[config.mk]
export PLATFORM = sky130hd
export DESIGN_NAME = uv_sphere_cell_tessellator_unit
export DESIGN_NICKNAME = d
export VERILOG_FILES = /design/src/sv/uvs_pkg.sv /design/src/sv/uv_sphere_cell_tessellator_unit.sv
export SDC_FILE = /design/constraint.sdc
export NUM_CORES = 2
export LEC_CHECK = 0
export BUFFER_PORTS_ARGS = -buffer_cell sky130_fd_sc_hd__buf_2
export CORE_ASPECT_RATIO = 1.4
export CORE_UTILIZATION = 59
export CTS_CLUSTER_DIAMETER = 150
export CTS_CLUSTER_SIZE = 25
export DETAILED_ROUTE_END_ITERATION = 6
export PLACE_DENSITY = 0.85
export RECOVER_POWER = 25
export SYNTH_ARGS = -nofsm -noshare
export SYNTH_HDL_FRONTEND = slang
export SYNTH_SLANG_ARGS = --single-unit
export TNS_END_PERCENT = 30
[constraint.sdc]
create_clock -name i_clk -period 18.8 [get_ports i_clk]
set_input_delay 3.76 -clock i_clk [delete_from_list [all_inputs] [get_ports i_clk]]
set_output_delay 3.76 -clock i_clk [all_outputs]
set_load 0.03 [all_outputs]
[src/sv/uvs_pkg.sv]
// ----------------------------------------------------------------------------
// UV sphere tessellator package
// Shared sizes, table types and the elaboration-time builders of the sine,
// cosine and texture coordinate tables.
// ----------------------------------------------------------------------------
package uvs_pkg;

    // Number of latitude rows and longitude columns of the grid.
    localparam int DIVISIONS = 16;
    localparam int FULL_TURN = 4 * DIVISIONS;

    // Field widths fixed by the interface.
    localparam int IN_IDX_W = 4;
    localparam int RADIUS_W = 24;
    localparam int POS_W    = 25;
    localparam int NRM_W    = 16;
    localparam int TEX_W    = 17;

    // Grid corner index, 0 to DIVISIONS inclusive.
    localparam int IDX_W = $clog2(DIVISIONS + 1);

    // Six vertices per cell; slot counter.
    localparam int          VERTS      = 6;
    localparam int          SLOT_W     = $clog2(VERTS);
    localparam logic [SLOT_W-1:0] LAST_SLOT = SLOT_W'(VERTS - 1);

    localparam logic [RADIUS_W-1:0] RADIUS_RESET = RADIUS_W'(65536);

    localparam logic [63:0] PI_HALF_Q30 = 64'd1686629713;
    localparam logic [63:0] ONE_Q30     = 64'd1073741824;
    localparam logic [63:0] TEX_ONE     = 64'd65536;

    typedef logic signed [NRM_W-1:0]   t_q15;
    typedef logic [DIVISIONS:0][NRM_W-1:0] t_trig_tab;
    typedef logic [DIVISIONS:0][TEX_W-1:0] t_tex_tab;
    typedef logic [IDX_W-1:0]          t_idx;

    // sin(pi/2 * m / DIVISIONS) in Q1.15 by a truncated Taylor series.
    function automatic logic [63:0] quarter_sin(input logic [63:0] m);
        logic [63:0] x;
        logic [63:0] x2;
        logic [63:0] t;
        logic [63:0] v;
        logic [63:0] q;
        x  = (PI_HALF_Q30 * m) / DIVISIONS;
        x2 = (x * x) >> 30;
        t  = ONE_Q30;
        t  = ONE_Q30 - ((x2 * t) >> 30) / 110;
        t  = ONE_Q30 - ((x2 * t) >> 30) / 72;
        t  = ONE_Q30 - ((x2 * t) >> 30) / 42;
        t  = ONE_Q30 - ((x2 * t) >> 30) / 20;
        t  = ONE_Q30 - ((x2 * t) >> 30) / 6;
        v  = (x * t) >> 30;
        q  = (v + 64'd16384) >> 15;
        if (q > 64'd32767) begin
            q = 64'd32767;
        end
        return q;
    endfunction

    // Sine of num quarter turns divided by DIVISIONS, folded by quadrant.
    function automatic t_q15 rom_sin(input int num);
        int          p;
        int          quad;
        int          m;
        logic [63:0] mag;
        p    = num % FULL_TURN;
        quad = p / DIVISIONS;
        m    = p % DIVISIONS;
        if (quad == 0 || quad == 2) begin
            mag = quarter_sin(64'(m));
        end else begin
            mag = quarter_sin(64'(DIVISIONS - m));
        end
        if (quad >= 2) begin
            return t_q15'(-$signed(mag[NRM_W-1:0]));
        end
        return t_q15'(mag[NRM_W-1:0]);
    endfunction

    // Table entry k holds rom_sin(mul * k + offset).
    function automatic t_trig_tab build_trig(input int mul, input int offset);
        t_trig_tab tab;
        for (int k = 0; k <= DIVISIONS; k++) begin
            tab[k] = rom_sin(mul * k + offset);
        end
        return tab;
    endfunction

    // Texture fraction k / DIVISIONS in Q.16, rounded; optionally mirrored.
    function automatic t_tex_tab build_tex(input bit mirror);
        t_tex_tab    tab;
        logic [63:0] f;
        for (int k = 0; k <= DIVISIONS; k++) begin
            f = (64'(k) * TEX_ONE + 64'(DIVISIONS / 2)) / DIVISIONS;
            if (mirror) begin
                f = TEX_ONE - f;
            end
            tab[k] = f[TEX_W-1:0];
        end
        return tab;
    endfunction

    localparam t_trig_tab SIN_LAT_TAB = build_trig(2, 3 * DIVISIONS);
    localparam t_trig_tab COS_LAT_TAB = build_trig(2, 4 * DIVISIONS);
    localparam t_trig_tab SIN_LON_TAB = build_trig(4, 0);
    localparam t_trig_tab COS_LON_TAB = build_trig(4, DIVISIONS);
    localparam t_tex_tab  TEX_U_TAB   = build_tex(1'b0);
    localparam t_tex_tab  TEX_V_TAB   = build_tex(1'b1);

endpackage

[src/sv/uv_sphere_cell_tessellator_unit.sv]
// ----------------------------------------------------------------------------
// UV sphere cell tessellator
// Expands one latitude-longitude grid cell into the six vertices of its two
// triangles, with position, unit normal and texture coordinates.
// ----------------------------------------------------------------------------
// A cell is taken when i_start is high and o_busy is low. The block then
// emits six vertices, one per clock cycle, in the order a, b, c, b, d, c,
// where a is (lat, lon), b is (lat+1, lon), c is (lat, lon+1) and d is
// (lat+1, lon+1). Each vertex word is on the output ports for exactly one
// cycle, marked by o_vertex_valid; the receiver cannot stall, so it must take
// every word as it comes. The words of a cell pass through the vertex
// sequencer and the pipeline stages and come out in consecutive cycles.
// o_busy is high until the sequencer issues the last vertex of a cell, and a
// new cell can be taken in that same cycle: the single vertex sequencer
// issues one vertex per clock. The last word of each cell carries
// o_last_vertex. The radius register is written through the configuration
// channel, which is always ready; it must only be written while no cell is
// in flight.
// ----------------------------------------------------------------------------
module uv_sphere_cell_tessellator_unit (
    input  logic                             i_clk,
    input  logic                             i_rst_n,
    // Cell command channel
    input  logic                             i_start,
    output logic                             o_busy,
    input  logic [uvs_pkg::IN_IDX_W-1:0]     i_lat_index,
    input  logic [uvs_pkg::IN_IDX_W-1:0]     i_lon_index,
    // Radius configuration channel
    input  logic                             i_cfg_valid,
    output logic                             o_cfg_ready,
    input  logic [uvs_pkg::RADIUS_W-1:0]     i_cfg_radius,
    // Vertex output
    output logic                             o_vertex_valid,
    output logic signed [uvs_pkg::POS_W-1:0] o_pos_x,
    output logic signed [uvs_pkg::POS_W-1:0] o_pos_y,
    output logic signed [uvs_pkg::POS_W-1:0] o_pos_z,
    output logic signed [uvs_pkg::NRM_W-1:0] o_normal_x,
    output logic signed [uvs_pkg::NRM_W-1:0] o_normal_y,
    output logic signed [uvs_pkg::NRM_W-1:0] o_normal_z,
    output logic [uvs_pkg::TEX_W-1:0]        o_tex_u,
    output logic [uvs_pkg::TEX_W-1:0]        o_tex_v,
    output logic                             o_last_vertex
);
    import uvs_pkg::*;

    localparam int PROD_W = RADIUS_W + 1 + NRM_W;
    localparam int NPROD_W = 2 * NRM_W;

    // ------------------------------------------------------------------
    // Configuration register. Always ready; the user must write it only while idle, the block does not enforce this.
    // ------------------------------------------------------------------
    logic [RADIUS_W-1:0] r_radius;

    assign o_cfg_ready = 1'b1;

    always_ff @(posedge i_clk) begin
        if (!i_rst_n) begin
            r_radius <= RADIUS_RESET;
        end else if (i_cfg_valid && o_cfg_ready) begin
            r_radius <= i_cfg_radius;
        end
    end

    // ------------------------------------------------------------------
    // Vertex sequencer: holds the current cell and steps through the six
    // vertex slots, one per cycle. The next cell may be taken in the cycle
    // that issues the last slot, so cells follow without a gap.
    // ------------------------------------------------------------------
    logic              r_active, n_active;
    logic [SLOT_W-1:0] r_slot, n_slot;
    t_idx              r_lat, n_lat;
    t_idx              r_lon, n_lon;
    logic              take_cell;
    t_idx              sat_lat;
    t_idx              sat_lon;
    t_idx              issue_lat;
    t_idx              issue_lon;

    assign o_busy    = r_active && (r_slot != LAST_SLOT);
    assign take_cell = i_start && !o_busy;

    // Indices beyond the grid are clamped to the last row or column.
    always_comb begin
        if (int'(i_lat_index) > DIVISIONS - 1) begin
            sat_lat = IDX_W'(DIVISIONS - 1);
        end else begin
            sat_lat = IDX_W'(i_lat_index);
        end
        if (int'(i_lon_index) > DIVISIONS - 1) begin
            sat_lon = IDX_W'(DIVISIONS - 1);
        end else begin
            sat_lon = IDX_W'(i_lon_index);
        end
    end

    always_comb begin
        n_active = r_active;
        n_slot   = r_slot;
        n_lat    = r_lat;
        n_lon    = r_lon;
        if (take_cell) begin
            n_active = 1'b1;
            n_slot   = '0;
            n_lat    = sat_lat;
            n_lon    = sat_lon;
        end else if (r_active) begin
            if (r_slot == LAST_SLOT) begin
                n_active = 1'b0;
            end else begin
                n_slot = r_slot + 1'b1;
            end
        end
    end

    always_ff @(posedge i_clk) begin
        if (!i_rst_n) begin
            r_active <= 1'b0;
            r_slot   <= '0;
        end else begin
            r_active <= n_active;
            r_slot   <= n_slot;
        end
    end

    always_ff @(posedge i_clk) begin
        r_lat <= n_lat;
        r_lon <= n_lon;
    end

    // Corner of the current slot: a, b, c, b, d, c.
    always_comb begin
        issue_lat = r_lat;
        issue_lon = r_lon;
        case (r_slot) inside
            3'd1, 3'd3: begin
                issue_lat = r_lat + 1'b1;
            end
            3'd2, 3'd5: begin
                issue_lon = r_lon + 1'b1;
            end
            3'd4: begin
                issue_lat = r_lat + 1'b1;
                issue_lon = r_lon + 1'b1;
            end
            default: begin
                issue_lat = r_lat;
                issue_lon = r_lon;
            end
        endcase
    end

    // ------------------------------------------------------------------
    // Stage 1: registered corner indices.
    // ------------------------------------------------------------------
    logic r_v1;
    t_idx r_s1_lat;
    t_idx r_s1_lon;
    logic r_s1_last;

    always_ff @(posedge i_clk) begin
        r_s1_lat  <= issue_lat;
        r_s1_lon  <= issue_lon;
        r_s1_last <= (r_slot == LAST_SLOT);
    end

    // ------------------------------------------------------------------
    // Stage 2: sine, cosine and texture table lookups.
    // ------------------------------------------------------------------
    logic               r_v2;
    t_q15               r_s2_slat;
    t_q15               r_s2_clat;
    t_q15               r_s2_slon;
    t_q15               r_s2_clon;
    logic [TEX_W-1:0]   r_s2_u;
    logic [TEX_W-1:0]   r_s2_v;
    logic               r_s2_last;

    always_ff @(posedge i_clk) begin
        r_s2_slat <= SIN_LAT_TAB[r_s1_lat];
        r_s2_clat <= COS_LAT_TAB[r_s1_lat];
        r_s2_slon <= SIN_LON_TAB[r_s1_lon];
        r_s2_clon <= COS_LON_TAB[r_s1_lon];
        r_s2_u    <= TEX_U_TAB[r_s1_lon];
        r_s2_v    <= TEX_V_TAB[r_s1_lat];
        r_s2_last <= r_s1_last;
    end

    // ------------------------------------------------------------------
    // Stage 3: unit normal. x and z are products of two Q1.15 values,
    // rounded half away from zero back to Q1.15; y is sin(lat) directly.
    // Adding 2^14 - 1 to a negative value before an arithmetic shift gives
    // the same result as rounding its magnitude.
    // ------------------------------------------------------------------
    logic               r_v3;
    t_q15               r_s3_nx;
    t_q15               r_s3_ny;
    t_q15               r_s3_nz;
    logic [TEX_W-1:0]   r_s3_u;
    logic [TEX_W-1:0]   r_s3_v;
    logic               r_s3_last;
    logic signed [NPROD_W-1:0] prod_x;
    logic signed [NPROD_W-1:0] prod_z;
    logic signed [NPROD_W-1:0] rnd_x;
    logic signed [NPROD_W-1:0] rnd_z;

    always_comb begin
        prod_x = r_s2_clat * r_s2_clon;
        prod_z = r_s2_clat * r_s2_slon;
        rnd_x  = prod_x + (prod_x[NPROD_W-1] ? NPROD_W'(16383) : NPROD_W'(16384));
        rnd_z  = prod_z + (prod_z[NPROD_W-1] ? NPROD_W'(16383) : NPROD_W'(16384));
    end

    always_ff @(posedge i_clk) begin
        r_s3_nx   <= rnd_x[NRM_W+14:15];
        r_s3_ny   <= r_s2_slat;
        r_s3_nz   <= rnd_z[NRM_W+14:15];
        r_s3_u    <= r_s2_u;
        r_s3_v    <= r_s2_v;
        r_s3_last <= r_s2_last;
    end

    // ------------------------------------------------------------------
    // Stage 4: radius times each normal component. The products are formed
    // at their full width so that no high bits are lost.
    // ------------------------------------------------------------------
    logic                     r_v4;
    logic signed [PROD_W-1:0] r_s4_px;
    logic signed [PROD_W-1:0] r_s4_py;
    logic signed [PROD_W-1:0] r_s4_pz;
    t_q15                     r_s4_nx;
    t_q15                     r_s4_ny;
    t_q15                     r_s4_nz;
    logic [TEX_W-1:0]         r_s4_u;
    logic [TEX_W-1:0]         r_s4_v;
    logic                     r_s4_last;
    logic signed [RADIUS_W:0] radius_s;
    logic signed [PROD_W-1:0] mul_px;
    logic signed [PROD_W-1:0] mul_py;
    logic signed [PROD_W-1:0] mul_pz;

    assign radius_s = $signed({1'b0, r_radius});

    always_comb begin
        mul_px = radius_s * r_s3_nx;
        mul_py = radius_s * r_s3_ny;
        mul_pz = radius_s * r_s3_nz;
    end

    always_ff @(posedge i_clk) begin
        r_s4_px   <= mul_px;
        r_s4_py   <= mul_py;
        r_s4_pz   <= mul_pz;
        r_s4_nx   <= r_s3_nx;
        r_s4_ny   <= r_s3_ny;
        r_s4_nz   <= r_s3_nz;
        r_s4_u    <= r_s3_u;
        r_s4_v    <= r_s3_v;
        r_s4_last <= r_s3_last;
    end

    // ------------------------------------------------------------------
    // Stage 5: round the positions to Q8.16 and drive the output word.
    // ------------------------------------------------------------------
    logic                     r_v5;
    logic signed [PROD_W-1:0] rnd_px;
    logic signed [PROD_W-1:0] rnd_py;
    logic signed [PROD_W-1:0] rnd_pz;

    always_comb begin
        rnd_px = r_s4_px + (r_s4_px[PROD_W-1] ? PROD_W'(16383) : PROD_W'(16384));
        rnd_py = r_s4_py + (r_s4_py[PROD_W-1] ? PROD_W'(16383) : PROD_W'(16384));
        rnd_pz = r_s4_pz + (r_s4_pz[PROD_W-1] ? PROD_W'(16383) : PROD_W'(16384));
    end

    always_ff @(posedge i_clk) begin
        o_pos_x       <= rnd_px[POS_W+14:15];
        o_pos_y       <= rnd_py[POS_W+14:15];
        o_pos_z       <= rnd_pz[POS_W+14:15];
        o_normal_x    <= r_s4_nx;
        o_normal_y    <= r_s4_ny;
        o_normal_z    <= r_s4_nz;
        o_tex_u       <= r_s4_u;
        o_tex_v       <= r_s4_v;
        o_last_vertex <= r_s4_last;
    end

    // Valid bits travel alongside the vertex data.
    always_ff @(posedge i_clk) begin
        if (!i_rst_n) begin
            r_v1 <= 1'b0;
            r_v2 <= 1'b0;
            r_v3 <= 1'b0;
            r_v4 <= 1'b0;
            r_v5 <= 1'b0;
        end else begin
            r_v1 <= r_active;
            r_v2 <= r_v1;
            r_v3 <= r_v2;
            r_v4 <= r_v3;
            r_v5 <= r_v4;
        end
    end

    assign o_vertex_valid = r_v5;

endmodule
==> results.toml <==
[clock_network]
cts_tree = "done"
clock_sinks = 493
clkTransAtPathRegs_ps = 120
clockRootBuffer = "clkbuf_16"
post-cts-setup-buffers = 0
clock_path_buffers = 3
cts_buffers = 24
cts_resized = 0
cts_hold_buf = 0
clk_latency_ps = 670
htreeDepth = 1

[worst_hold_path]
hold_end = "o_normal_x[11]$_DFF_P_"
hp-class = "flip-flop to flip-flop"
hp-start = "r_s4_nx[11]$_DFF_P_"
min_delay_path_depth = 0

[grt]
grt_remaining_overflow = 0
grt_max_degree = 50
track_usage_pct = 28.93
grt_pass1_wl_mm = 276.5
grt_pass1_vias = 56373
antenna_found_initial = 3

[timing]
min_period_ps = 9255
drv_slew = 491
finalSetupViolCount = 0
rsz0062_at_grt = "false"
hold_violations = 0
relSlewSlack_pct = -21.95
clock.fmax_mhz = 108.1
worst_slew_pin_slew_ps = 1829
skew_ps = 35.45
fin_setup_tns_ps = 0
fin_crit_sh_pct = 49.23

[die]
die_w_um = 292.7
ioPinCount = 197
die_h_um = 408.9
initial_core_util_pct = 59.72
num_rows = 148
die_area_um2 = 119700
core_um2 = 116800

[critical_path]
reg2reg_depth = 25
regToRegSetupSlack_ps = 9550
end_kind = "flip-flop"
r2r_start = "r_s3_nz[2]$_DFF_P_"
crit_path_max_fanout = 25
worstSetupPathType = "flip-flop to flip-flop"
worstPathArrival_ps = 9760
cpPeakStageDelay_ps = 1160
cp_num_buf_inv = 7
slowest_stage = "clkbuf_1"
r2r_end = "r_s4_pz[40]$_DFF_P_"
crit_required_ps = 19300
startpoint_type = "flip-flop"
cp_top_family = "adder cells"

[drt]
route.detailed.drc = 0
drt_iter0_drc = 3125
wl_met3_mm = 12.29
routed_wl_mm = 168.0
wl_per_cell_um = 18.51
wl_met2_mm = 86.25
met1Wirelength_mm = 58.26
vias_per_cell = 5.665
routed.top_layer = "met5"
drtPass1Iterations = 7
ant_nets = 0
vias = 51407

[placed_design]
globalplace.congestion = 0.9319
dp_hpwl_mm = 129.0
port_buffers = 171

[run_status]
outcome = "finished with violations"
violations = "capacitance limit, slew limit"

[synth]
yosys_warnings = 0
syn_avg_cell_area_um2 = 9.250
synth_edf_count = 8
synth_async_sr_flop_share_pct = 0
postSynthCellCount = 7544
yosysSeqAreaShare_pct = 14.26
ys_types = 96
synth_ff_type = "dfxtp_1"
synth-seq-cells = 493
syn_area_um2 = 69780

[finish]
post_route_cells_drive_above_1_share_pct = 4.093
finalNetCount = 9540
num_antenna_cells = 0
n_fill_cell = 9265
area_delta_synth_final_pct = 3.808

[run]
maxCapViolations = 20
## cell usage in the layout (no fill, tap or decap), drive strengths merged, types with 11 or more instances in the layout
master   instances
xor2           102
nand2         1001
nor2           147
a211oi          34
nand4           23
mux2i           31
or3             11
ha             743
o211ai          26
xnor2          174
nor4            22
o31ai           12
nand2b         100
and3            34
a211o           14
and2           573
o21a            38
conb            25
nor3            47
nor2b           86
a21o           105
a21oi          179
a2111oi         11
o21bai          33
dfxtp          485
clkbuf          68
inv           1566
nand3           58
and4            12
o21ai           88
buf            214
fa            1264
a31oi           21
## kinds of logic (layout without fill, tap and decap cells)
logic type                 Yosys count  after routing  share of synthesized area [%]
and+or+nand+nor                   2157           2157                          15.23
adders and majority gates         2011           2011                          49.64
buffers and inverters             1915           1848                          10.45
AOI/OAI and AO/OA                  655            655                          6.430
DFF                                493            493                          14.26
xor gates and xnor gates           276            276                          3.464
muxes                               35             35                         0.5146
other                                2             25                        0.01076
## Yosys cell counts, drive strengths merged, types with 9 or more instances
| master | instances | share of area [%] |
|---|---|---|
| nor3 | 47 | 0.34 |
| and2 | 573 | 5.1 |
| o21ai | 88 | 0.64 |
| mux2i | 31 | 0.45 |
| inv | 1564 | 8.4 |
| o21bai | 33 | 0.36 |
| o211ai | 26 | 0.29 |
| nor2b | 86 | 0.77 |
| a211oi | 34 | 0.38 |
| nor4 | 22 | 0.24 |
| dfxtp | 485 | 14 |
| a21o | 105 | 1.1 |
| fa | 1264 | 36 |
| nor2 | 147 | 0.79 |
| and3 | 34 | 0.30 |
| ha | 743 | 13 |
| a2111oi | 11 | 0.15 |
| xnor2 | 174 | 2.2 |
| o31ai | 12 | 0.15 |
| nand2b | 100 | 0.90 |
| nand3 | 58 | 0.42 |
| nand3b | 9 | 0.097 |
| a21boi | 9 | 0.097 |
| buf | 34 | 0.33 |
| or2 | 10 | 0.090 |
| xor2 | 102 | 1.3 |
| or3 | 11 | 0.099 |
| a31oi | 21 | 0.20 |
| clkbuf | 317 | 1.7 |
| a211o | 14 | 0.18 |
| nand4 | 23 | 0.22 |
| nand2 | 1001 | 5.4 |
| o21a | 38 | 0.41 |
| a21oi | 179 | 1.3 |
| and4 | 12 | 0.15 |
## cell type report
class	count	area, µm²	share of cell area [%]
Multi-Input combinational cell	5159	52620	72.65
Sequential cell	493	9971	13.76
Inverter	1564	5871	8.104
Tap cell	1575	1971	2.720
Timing Repair Buffer	255	1333	1.840
Clock buffer	27	633.1	0.8740
Clock inverter	2	36.28	0.05009
## metal layers
metal	vias to the layer above	global-route usage, %
met5	-	0
met2	2201	52.37
met1	25718	32.27
met3	755	3.855
met4	2	17.05
li1	22731	-
## worst max path at each step
stage,from,endpoint,slack (ps),depth (start not counted)
floorplan,r_s2_clat[7]$_SDFF_PP0_,r_s3_nx[11]$_DFF_P_,10460,34
global placement,r_s2_clat[11]$_SDFF_PP0_,r_s3_nx[11]$_DFF_P_,10050,29
detailed placement,r_s2_clat[11]$_SDFF_PP0_,r_s3_nx[11]$_DFF_P_,9840,29
CTS,r_s2_clat[11]$_SDFF_PP0_,r_s3_nx[11]$_DFF_P_,9770,29
global route,r_s2_clat[10]$_SDFF_PP0_,r_s3_nx[11]$_DFF_P_,9290,31
finish,r_s3_nz[2]$_DFF_P_,r_s4_pz[40]$_DFF_P_,9550,25
## per-stage QoR
stage	std cells	hold WS [ps]	setup slack [ps]	utilization (%)	instance area [µm²]
final	9075	312.2	9545	61.99	72440
after global routing	9075	317.1	9294	61.99	72440
after CTS	9075	318.3	9770	62.13	72590
after detailed placement	9046	312.1	9844	61.55	71920
after global placement	9046	310.2	10050	61.55	71920
after floorplan	7567	309.6	10460	-	69870
## sequential cells by signal, indices dropped and copies added, names as in the netlist, 15 cells and up
name,cells
r_s4_px,41
r_s4_py,41
r_s4_pz,41
o_pos_x,25
o_pos_y,25
o_pos_z,25
r_radius,24
o_normal_x,16
o_normal_y,16
o_normal_z,16
r_s2_slat,16
r_s3_nx,16
r_s3_ny,16
r_s3_nz,16
r_s4_nx,16
r_s4_ny,16
r_s4_nz,16
r_s2_clat,15
Power is not shown: default switching activity piles up to over one toggle a cycle in this logic, so the estimate is an artifact.
